==> config.mk <==
export PLATFORM = sky130hd
export DESIGN_NAME = vibration_pattern_pwm
export DESIGN_NICKNAME = d
export VERILOG_FILES = /design/src/design/vpp_pkg.sv /design/src/design/vibration_pattern_pwm.sv /design/src/design/vpp_stage.sv
export SDC_FILE = /design/constraint.sdc
export NUM_CORES = 1
export LEC_CHECK = 0
export BUFFER_PORTS_ARGS = -buffer_cell sky130_fd_sc_hd__clkbuf_2
export CORE_UTILIZATION = 54
export DETAILED_ROUTE_END_ITERATION = 16
export GPL_TIMING_DRIVEN = 0
export PLACE_DENSITY = 0.75
export SYNTH_ARGS = -nofsm -noshare
export SYNTH_HDL_FRONTEND = slang
export SYNTH_HIERARCHICAL = 1
export SYNTH_SLANG_ARGS = --single-unit
export TNS_END_PERCENT = 100
==> constraint.sdc <==
create_clock -name i_clk -period 7.5 [get_ports i_clk]
set_input_delay 1.125 -clock i_clk [delete_from_list [all_inputs] [get_ports i_clk]]
set_output_delay 1.125 -clock i_clk [all_outputs]
set_load 0.05 [all_outputs]
==> src/design/vpp_pkg.sv <==
// Shared types, constants and the pattern table for the vibration pattern PWM.
// No dependencies; used by vpp_stage and vibration_pattern_pwm.
package vpp_pkg;

    localparam int TICK_W       = 16;   // tick counter width
    localparam int TBL_W        = 12;   // width of period and duty entries in the table
    localparam int REP_W        = 9;    // segment repeat counter width
    localparam int SEG_W        = 2;    // segment index width
    localparam int PAT_W        = 4;    // pattern select width
    localparam int CFG_W        = 16;   // power-on buzz length register width
    localparam int COUNT_WIDTH_DEF = 12;

    localparam logic [CFG_W-1:0] POWER_ON_RESET = 16'd1000;
    localparam logic [PAT_W-1:0] PAT_MIN        = 4'd1;
    localparam logic [PAT_W-1:0] PAT_MAX        = 4'd10;

    // one segment of a pattern
    typedef struct packed {
        logic [TBL_W-1:0] per;
        logic [TBL_W-1:0] duty;
        logic [REP_W-1:0] reps;
    } t_seg_entry;

    // sequencer position
    typedef struct packed {
        logic [SEG_W-1:0] seg;
        logic [REP_W-1:0] rep;
    } t_seq;

    function automatic logic [SEG_W-1:0] pat_nseg(input logic [PAT_W-1:0] pat);
        logic [SEG_W-1:0] n;
        case (pat)
            4'd5:    n = 2'd2;
            4'd6:    n = 2'd3;
            4'd7:    n = 2'd3;
            4'd10:   n = 2'd2;
            default: n = 2'd1;
        endcase
        return n;
    endfunction

    function automatic t_seg_entry pat_seg(input logic [PAT_W-1:0] pat,
                                           input logic [SEG_W-1:0] seg);
        t_seg_entry e;
        e = '0;
        case (pat)
            4'd2: e = '{12'd19,   12'd15,   9'd0};
            4'd3: e = '{12'd19,   12'd19,   9'd0};
            4'd4: e = '{12'd768,  12'd614,  9'd0};
            4'd5: begin
                case (seg)
                    2'd0:    e = '{12'd420, 12'd230, 9'd16};
                    2'd1:    e = '{12'd19,  12'd10,  9'd300};
                    default: e = '0;
                endcase
            end
            4'd6: begin
                case (seg)
                    2'd0:    e = '{12'd2077, 12'd1039, 9'd5};
                    2'd1:    e = '{12'd1653, 12'd615,  9'd5};
                    default: e = '{12'd360,  12'd189,  9'd20};
                endcase
            end
            4'd7: begin
                case (seg)
                    2'd0:    e = '{12'd1357, 12'd1132, 9'd10};
                    2'd1:    e = '{12'd258,  12'd128,  9'd5};
                    default: e = '{12'd713,  12'd250,  9'd10};
                endcase
            end
            4'd8: e = '{12'd1823, 12'd1216, 9'd0};
            4'd9: e = '{12'd700,  12'd323,  9'd0};
            4'd10: begin
                case (seg)
                    2'd0:    e = '{12'd2025, 12'd1012, 9'd5};
                    2'd1:    e = '{12'd1215, 12'd607,  9'd10};
                    default: e = '0;
                endcase
            end
            default: e = '{12'd19, 12'd9, 9'd0};
        endcase
        return e;
    endfunction

endpackage

==> src/design/vibration_pattern_pwm.sv <==
// Top level of the tick-driven vibration motor PWM with built-in patterns.
// Depends on vpp_pkg and vpp_stage.
//
// Usage:
//  - Input channel (i_in_valid / o_in_stall): one transaction is one timer
//    tick carrying i_restart and i_pattern.
//  - Output channel (o_out_valid / i_out_stall): exactly one result
//    transaction per tick: motor level, period end flag, segment, buzz busy.
//  - Config: i_cfg_we writes i_cfg_data into the power-on buzz length
//    (reset 1000 ticks; 0 acts as 1). Write only while the block is idle.
// Timing:
//  - The tick is accepted, all state updates in that cycle and the result
//    sits in the output register the next cycle.
//  - Throughput 1 tick per cycle when not stalled, set by the single pass
//    through the two chained sequencer steps and the tick compare.
//  - A held output stalls input only while the result register is full and
//    i_out_stall is high; otherwise a new tick is taken while it drains.
// Reset (synchronous, active low): motor off, buzz armed, PWM idle until a
//  restart tick; the result register is emptied.
module vibration_pattern_pwm
    import vpp_pkg::*;
#(
    parameter int COUNT_WIDTH = COUNT_WIDTH_DEF
) (
    input  logic             i_clk,
    input  logic             i_rst_n,
    input  logic             i_in_valid,
    output logic             o_in_stall,
    input  logic             i_restart,
    input  logic [PAT_W-1:0] i_pattern,
    output logic             o_out_valid,
    input  logic             i_out_stall,
    output logic             o_motor_on,
    output logic             o_period_end,
    output logic [SEG_W-1:0] o_segment,
    output logic             o_notice_busy,
    input  logic             i_cfg_we,
    input  logic [CFG_W-1:0] i_cfg_data
);

    // state
    logic [CFG_W-1:0]       r_power_on_ticks;
    logic [TICK_W-1:0]      r_tick, n_tick;
    logic [COUNT_WIDTH-1:0] r_period, n_period;
    logic [COUNT_WIDTH-1:0] r_duty, n_duty;
    logic [COUNT_WIDTH-1:0] r_next_period, n_next_period;
    logic [COUNT_WIDTH-1:0] r_next_duty, n_next_duty;
    t_seq                   r_seq, n_seq;
    logic                   r_notice, n_notice;
    logic                   r_work, n_work;
    logic                   r_drive, n_drive;
    logic                   n_pend;

    // result register
    logic                   r_out_valid;
    logic                   r_pend;

    logic                   in_fire;

    // two sequencer steps: one for restart, one for a period end
    t_seq                   seq_a_in, seq_a_out, seq_b_in, seq_b_out;
    logic                   load_a, load_b;
    logic [COUNT_WIDTH-1:0] per_a, duty_a, per_b, duty_b;
    logic [TICK_W-1:0]      tick_inc;
    logic [CFG_W-1:0]       limit;

    assign o_in_stall = r_out_valid && i_out_stall;
    assign in_fire    = i_in_valid && !o_in_stall;

    assign seq_a_in = '0;

    vpp_stage #(.COUNT_WIDTH(COUNT_WIDTH)) u_stage_restart (
        .i_pattern (i_pattern),
        .i_seq     (seq_a_in),
        .o_seq     (seq_a_out),
        .o_load    (load_a),
        .o_period  (per_a),
        .o_duty    (duty_a)
    );

    vpp_stage #(.COUNT_WIDTH(COUNT_WIDTH)) u_stage_period (
        .i_pattern (i_pattern),
        .i_seq     (seq_b_in),
        .o_seq     (seq_b_out),
        .o_load    (load_b),
        .o_period  (per_b),
        .o_duty    (duty_b)
    );

    always_comb begin
        n_tick        = r_tick;
        n_period      = r_period;
        n_duty        = r_duty;
        n_next_period = r_next_period;
        n_next_duty   = r_next_duty;
        n_seq         = r_seq;
        n_notice      = r_notice;
        n_work        = r_work;
        n_drive       = r_drive;
        n_pend        = 1'b0;
        limit         = (r_power_on_ticks == '0) ? CFG_W'(1) : r_power_on_ticks;

        // restart clears the counters and stages the first segment
        if (i_restart) begin
            n_tick   = '0;
            n_period = COUNT_WIDTH'(1);
            n_work   = 1'b1;
            n_seq    = seq_a_out;
            if (load_a) begin
                n_next_period = per_a;
                n_next_duty   = duty_a;
            end
        end

        tick_inc = n_tick + 1'b1;

        if (r_notice) begin
            // power-on buzz runs before any PWM counting
            n_tick  = tick_inc;
            n_drive = 1'b1;
            if (tick_inc >= limit) begin
                n_tick   = '0;
                n_notice = 1'b0;
                n_drive  = 1'b0;
            end
        end else if (n_work) begin
            n_tick = tick_inc;
            if (tick_inc == TICK_W'(n_period)) begin
                // period end wins over duty match, so full duty keeps the motor on
                n_tick   = '0;
                n_drive  = (n_duty != '0);
                n_period = n_next_period;
                n_duty   = n_next_duty;
                n_pend   = 1'b1;
            end else if (tick_inc == TICK_W'(n_duty)) begin
                n_drive = 1'b0;
            end
        end

        seq_b_in = n_seq;
        if (n_pend) begin
            n_seq = seq_b_out;
            if (load_b) begin
                n_next_period = per_b;
                n_next_duty   = duty_b;
            end
        end
    end

    always_ff @(posedge i_clk) begin
        if (!i_rst_n) begin
            r_power_on_ticks <= POWER_ON_RESET;
            r_tick           <= '0;
            r_period         <= COUNT_WIDTH'(1);
            r_duty           <= '0;
            r_next_period    <= COUNT_WIDTH'(1);
            r_next_duty      <= '0;
            r_seq            <= '0;
            r_notice         <= 1'b1;
            r_work           <= 1'b0;
            r_drive          <= 1'b0;
            r_out_valid      <= 1'b0;
            r_pend           <= 1'b0;
        end else begin
            if (i_cfg_we) begin
                r_power_on_ticks <= i_cfg_data;
            end
            if (in_fire) begin
                r_tick        <= n_tick;
                r_period      <= n_period;
                r_duty        <= n_duty;
                r_next_period <= n_next_period;
                r_next_duty   <= n_next_duty;
                r_seq         <= n_seq;
                r_notice      <= n_notice;
                r_work        <= n_work;
                r_drive       <= n_drive;
                r_pend        <= n_pend;
                r_out_valid   <= 1'b1;
            end else if (!i_out_stall) begin
                r_out_valid   <= 1'b0;
            end
        end
    end

    assign o_out_valid   = r_out_valid;
    assign o_motor_on    = r_drive;
    assign o_period_end  = r_pend;
    assign o_segment     = r_seq.seg;
    assign o_notice_busy = r_notice;

`ifndef SYNTHESIS
    // a period can only end once the buzz is over
    a_pend_no_notice: assert property (@(posedge i_clk) disable iff (!i_rst_n)
        o_out_valid && o_period_end |-> !o_notice_busy)
        else $error("period end reported during power-on buzz");

    // the buzz never comes back without a reset
    a_notice_once: assert property (@(posedge i_clk) disable iff (!i_rst_n)
        !r_notice |=> !r_notice)
        else $error("power-on buzz restarted");

    // no pattern has a fourth segment
    a_seg_range: assert property (@(posedge i_clk) disable iff (!i_rst_n)
        r_seq.seg != 2'd3)
        else $error("segment index out of range");

    // motor is only driven by the buzz or by active PWM
    a_drive_src: assert property (@(posedge i_clk) disable iff (!i_rst_n)
        !r_notice && !r_work |-> !r_drive)
        else $error("motor driven while idle");
`endif

endmodule

==> src/design/vpp_stage.sv <==
// Pattern sequencer step: picks the staged period and duty and advances the
// segment position. Purely combinational. Depends on vpp_pkg.
module vpp_stage
    import vpp_pkg::*;
#(
    parameter int COUNT_WIDTH = COUNT_WIDTH_DEF
) (
    input  logic [PAT_W-1:0]       i_pattern,
    input  t_seq                   i_seq,
    output t_seq                   o_seq,
    output logic                   o_load,
    output logic [COUNT_WIDTH-1:0] o_period,
    output logic [COUNT_WIDTH-1:0] o_duty
);

    logic [PAT_W-1:0] pat;
    logic [SEG_W-1:0] nseg;
    logic [SEG_W-1:0] sel;
    t_seg_entry       ent;
    logic [REP_W-1:0] rep_inc;
    logic [SEG_W:0]   seg_inc;

    always_comb begin
        pat = ((i_pattern < PAT_MIN) || (i_pattern > PAT_MAX)) ? PAT_MIN : i_pattern;
        nseg = pat_nseg(pat);
        sel = (nseg == 2'd1) ? '0 : i_seq.seg;
        ent = pat_seg(pat, sel);
        rep_inc = i_seq.rep + 1'b1;
        seg_inc = {1'b0, i_seq.seg} + 1'b1;

        o_period = COUNT_WIDTH'(ent.per);
        o_duty   = COUNT_WIDTH'(ent.duty);
        o_seq    = i_seq;
        o_load   = 1'b1;

        if (nseg == 2'd1) begin
            // single segment: sequencer position untouched
        end else if (i_seq.seg >= nseg) begin
            // stale segment after a pattern change: rewind, keep staged values
            o_seq  = '0;
            o_load = 1'b0;
        end else if (rep_inc >= ent.reps) begin
            o_seq.rep = '0;
            o_seq.seg = (seg_inc >= {1'b0, nseg}) ? '0 : seg_inc[SEG_W-1:0];
        end else begin
            o_seq.rep = rep_inc;
        end
    end

endmodule
Yosys cells after proc, flatten, opt, wreduce, memory -nomap -nowiden
Cells that the tools add are included.
{ "totals": {"ff_bits": 96, "word_cells": 108, "out_inout_bits": 7, "inputBits": 26} }
{ "classes": {"n_lt_le_gt_ge": 9, "n_mux": 55, "bitwise_logic": 1, "reduce_logical": 13, "eq_ne": 14, "n_addsub": 3} }
{ "op_table": {"columns": ["operator", "n"], "rows": [
  ["$pmux 33 s9", 2],
  ["$mux 12", 12],
  ["$pmux 32 s2", 2],
  ["$mux 16", 6],
  ["$mux 11", 6],
  ["$pmux 33 s2", 1],
  ["$pmux 30 s2", 1],
  ["$eq 16x12->1", 2],
  ["$mux 1", 18],
  ["$add 16x1->16 const B", 1],
  ["$eq 4x3->1 const B", 4],
  ["$ge 16x16->1", 1],
  ["$logic_not 16->1", 1],
  ["$eq 4x4->1 const B", 3],
  ["$reduce_bool 12->1", 1],
  ["$add 9x1->9 const B", 1],
  ["$ge 1x9->1 const A", 1],
  ["$ge 9x9->1", 1],
  ["$mux 9", 1],
  ["$eq 4x2->1 const B", 2],
  ["$mux 2", 4],
  ["$eq 2x1->1 const B", 2],
  ["$ge 1x2->1 const A", 2],
  ["$gt 4x4->1 const B", 1],
  ["other kinds (17)", 19]
]} }

Logic depth before layout (Yosys ltp)
{ "logic_depth": {"ltp_word": 21, "ltp_mapped": 36} }

By module
Netlist, hierarchy kept.
{ "modules_own_cells": {"columns": ["mod", "seq_area_each_um2", "cells_per_inst", "area_each_um2", "n_inst"], "rows": [
  ["vibration_pattern_pwm", 1921.8, 695, 5944.5, 1],
  ["vpp_stage", 0.0, 223, 1396.3, 2]
]} }

Worst setup path before layout
OpenSTA, ideal clock, no wires.
{ "synth_path": {"path_type": "input-to-reg", "start": "in i_pattern[1]", "end": "reg r_seq, in the netlist o_segment[0]", "cell_stages": 27, "setup_ns": 0.119, "path_slack_ns": 1.225, "t_arrival_ns": 6.156, "required_ns": 7.381, "path_cell_list": "clkbuf_1 -> buf_1 -> o21ai_0 -> and2_1 -> ha_1 -> nand4_1 -> a21oi_1 -> o41ai_1 -> clkbuf_1 -> a211oi_1 -> a2bb2oi_1 -> mux2_2 -> nand2b_1 -> clkbuf_1 -> nor2_1 -> o21ai_0 -> and2_1 -> ha_1 -> o21ai_0 -> nor2_1 -> o41ai_1 -> clkbuf_1 -> a211oi_1 -> a2bb2oi_1 -> nor3_1 -> a31oi_1 -> o221a_2"} }
{ "synth_rtl": {"columns": ["element", "line", "source"], "rows": [
  ["start: declaration", "vibration_pattern_pwm.sv:30", "input logic [PAT_W-1:0] i_pattern,"],
  ["end signal: assignment", "vibration_pattern_pwm.sv:174", "r_seq <= n_seq;"],
  ["end: declaration", "vibration_pattern_pwm.sv:48", "t_seq r_seq, n_seq;"]
]} }

==> flow_summary.json <==
{
  "crit_buf_inv": 5,
  "hpwlAfterDp_um": 20800,
  "viasPerCell": 6.26,
  "synth_fa_ha_area_share_pct": 6.90,
  "synth-simple-area-share_pct": 22.2,
  "syn-cell-area_um2": 8740,
  "synth_top_family_by_area": "compound AO/OA/AOI/OAI gates",
  "cp_slowest_cell": "o41ai_1",
  "cts_sinks": 96,
  "synth_compound_area_share_pct": 31.7,
  "crit_fanout": 10,
  "setup-violations-final": 0,
  "drt-wirelength-per-cell_um": 18.7,
  "synthCells": 1141,
  "die_h_um": 129,
  "h-tree-depth": 3,
  "antenna_found_initial": 0,
  "crit_top_cell": "clkbuf_2",
  "endpoint_kind": "flip-flop",
  "async_reset_ff_share_pct": 0,
  "antenna_left": 0,
  "n_antenna_cell": 0,
  "synth_mux_area_share_pct": 4.60,
  "portBuffers": 29,
  "nNetsFinal": 1312,
  "chipWidth_um": 129,
  "fillers": 1483,
  "hold_viol_final": 0,
  "root_buffer": "clkbuf_16",
  "fmax_mhz": 143,
  "syn_area_per_cell_um2": 7.66,
  "clk_latency_ps": 360,
  "required_ps": 7750,
  "start_util_pct": 55.2,
  "slew_headroom_pct": 37.0,
  "leakage_nw": 3.80,
  "post_cts_buffers": 0,
  "grtUsageTotal_pct": 33.2,
  "cp_top_family": "compound AO/OA/AOI/OAI gates",
  "ctsLongestPathBuffers": 2,
  "core_area_um2": 15800,
  "worst_pin_slew_ps": 936,
  "drt_wl_total_um": 27300,
  "grt_max_degree": 19,
  "skew_ps": 8.17,
  "grt_pass1_wl_um": 43000,
  "numCtsBuffers": 9,
  "first_pass_iters": 5,
  "yosys_warnings": 6,
  "drtIter0Drc": 1163,
  "gp_congestion": 0.982,
  "hp-class": "flip-flop to flip-flop",
  "outcome": "finished clean",
  "ir_drop_uv": 178,
  "p_total_mw": 1.38,
  "ys_ff_latch": 96,
  "path_class": "input pin to flip-flop",
  "first_global_vias": 8000,
  "ys_types": 86,
  "slew_viol_final": 0,
  "powerDensity_nw_per_um2": 143,
  "synth_xor_area_share_pct": 4.67,
  "path_clk_slew_ps": 70,
  "layout_setup_ws_ps": 484,
  "fin_crit_ps": 7020,
  "rsz0062_at_grt": "no",
  "critical-path-max-stage-delay_ps": 490,
  "area_delta_synth_final_pct": 10.6,
  "grt_overflow": 0,
  "row_count": 46,
  "cp-start-kind": "input pin",
  "drcViolationCount": 0,
  "post-place-ws_ps": -289,
  "pin_count": 33,
  "drive_gt1_share_pct": 12.9,
  "ys_seq_area_share_pct": 22.0,
  "fin_crit_sh_pct": 93.5,
  "synth_top_flop_cell": "dfxtp_1",
  "synth_edf_count": 0,
  "vias": 9137,
  "die-area_um2": 16700,
  "worstPathArrival_ps": 7270,
  "cap_viol_max_count": 0,
  "cts_tree": "built"
}
==> cells in the final DEF (no fill, tap or decap), drive strengths merged, types with 29 or more instances in the layout <==
master / n
conb: 62
ha: 45
dfxtp: 96
clkbuf: 96
nor2: 91
nor3: 29
o21ai: 48
inv: 54
o221a: 33
a21oi: 75
nand3: 39
o21a: 35
buf: 46
nand2: 103
==> synthesized netlist by cell type, types with 5 or more instances <==
library cell	instances	share of area, %
xor2_1	16	1.6
o21ai_1	8	0.46
nor4_1	9	0.64
mux2_2	17	2.2
a311oi_2	7	1.2
a211oi_1	16	1.4
nand4b_1	6	0.60
o22ai_1	28	2.0
nor2_1	91	3.9
a21oi_1	73	4.2
xnor2_1	28	2.8
nor3_1	26	1.5
a31oi_1	26	1.9
and3_1	14	1.0
dfxtp_1	96	22
o21ai_0	40	2.3
and2_1	11	0.79
o211ai_1	25	2.1
a211o_1	6	0.60
ha_1	45	6.4
buf_1	12	0.52
a22o_1	11	1.1
or3_1	5	0.36
buf_4	12	1.0
o221ai_1	6	0.60
o21a_1	35	3.0
a311oi_1	6	0.60
nand2b_1	13	0.93
nor2b_1	15	1.1
a21o_1	7	0.60
nand2_1	102	4.4
nand3_1	39	2.2
clkbuf_1	57	2.4
o221a_1	5	0.64
mux2i_1	21	2.4
o221a_2	28	3.6
buf_2	20	1.1
nand4_1	13	0.93
inv_1	51	2.2
==> power by group <==
part           total, mW  internal [mW]  switching, mW  leakage (nW)
sequential         0.544          0.531         0.0130         0.784
combinational      0.383          0.138          0.245          2.88
clock              0.456          0.232          0.224         0.139
total               1.38          0.901          0.482          3.80
==> logic make-up (layout without fill, tap and decap cells) <==
kind of cell / count (synthesis) / in the layout
AO/OA/AOI/OAI: 377 / 377
adder cells (fa/ha/maj): 47 / 47
multiplexers: 38 / 38
flip-flops: 96 / 96
AND/OR/NAND/NOR: 378 / 378
other: 3 / 62
XOR/XNOR: 45 / 45
buffers and inverters: 157 / 201
==> registers in the layout, indices dropped and copies added (netlist names) <==
signal and flops:
r_power_on_ticks 16, r_tick 16, r_duty 12, r_next_duty 12, r_next_period 12, r_period 12
r_seq 9, o_segment 2, o_motor_on 1, o_notice_busy 1, o_out_valid 1, o_period_end 1
r_work 1
==> final timing paths <==
| kind | from | endpoint | slack [ps] | cells after the start |
|---|---|---|---|---|
| worst max-delay path | i_pattern[1] | o_segment[0] | 480 | 27 |
| worst min-delay path | r_period[8] | r_period[8] | 490 | 2 |
| worst max register to register | r_tick[0] | r_tick[9] | 2940 | 17 |
| worst min register to register | r_period[8] | r_period[8] | 490 | 2 |
==> layer usage <==
| metal | track usage, % | share of wire, % | vias to the layer above |
|---|---|---|---|
| li1 | - | - | 4375 |
| met1 | 47.9 | 45 | 4238 |
| met2 | 47.7 | 42 | 465 |
| met3 | 7.56 | 9.7 | 59 |
| met4 | 12.7 | 3.7 | 0 |
| met5 | 0 | 0 | - |
==> what timing repair did <==
item | CTS | global route
setup endpoints to repair | 0 | 11
hold buffers | 0 | 0
gates resized for setup | 0 | 6
==> tightest hold or removal path, stage by stage (launching register included) <==
cell and delay [ps]:
dfxtp_1 320, nand2_1 60, o22ai_1 60
==> metrics by stage <==
step                instance area [um2]  util, %  TNS [ps]  cells  hold WS, ps
global route                       9660     61.1         0   1460          498
global placement                   9370     59.2      -489   1445          461
detailed placement                 9370     59.2     -1150   1445          474
floorplan                          8960        -         0   1200          449
finish                             9660     61.1         0   1460          488
CTS                                9660     61.0         0   1461          482
==> layout make-up <==
type                    count  area [um2]  share of cell area [%]
multi-input cells         947        6360                    65.8
flip-flops and latches     96        1920                    19.9
plain buffers             104         488                    5.05
well taps                 216         270                    2.80
clock buffers               9         225                    2.33
inverters                  52         195                    2.02
repair buffers             29         145                    1.50
clock inverters             7        62.6                   0.647
No activity file was read; power rests on OpenSTA's default activity.
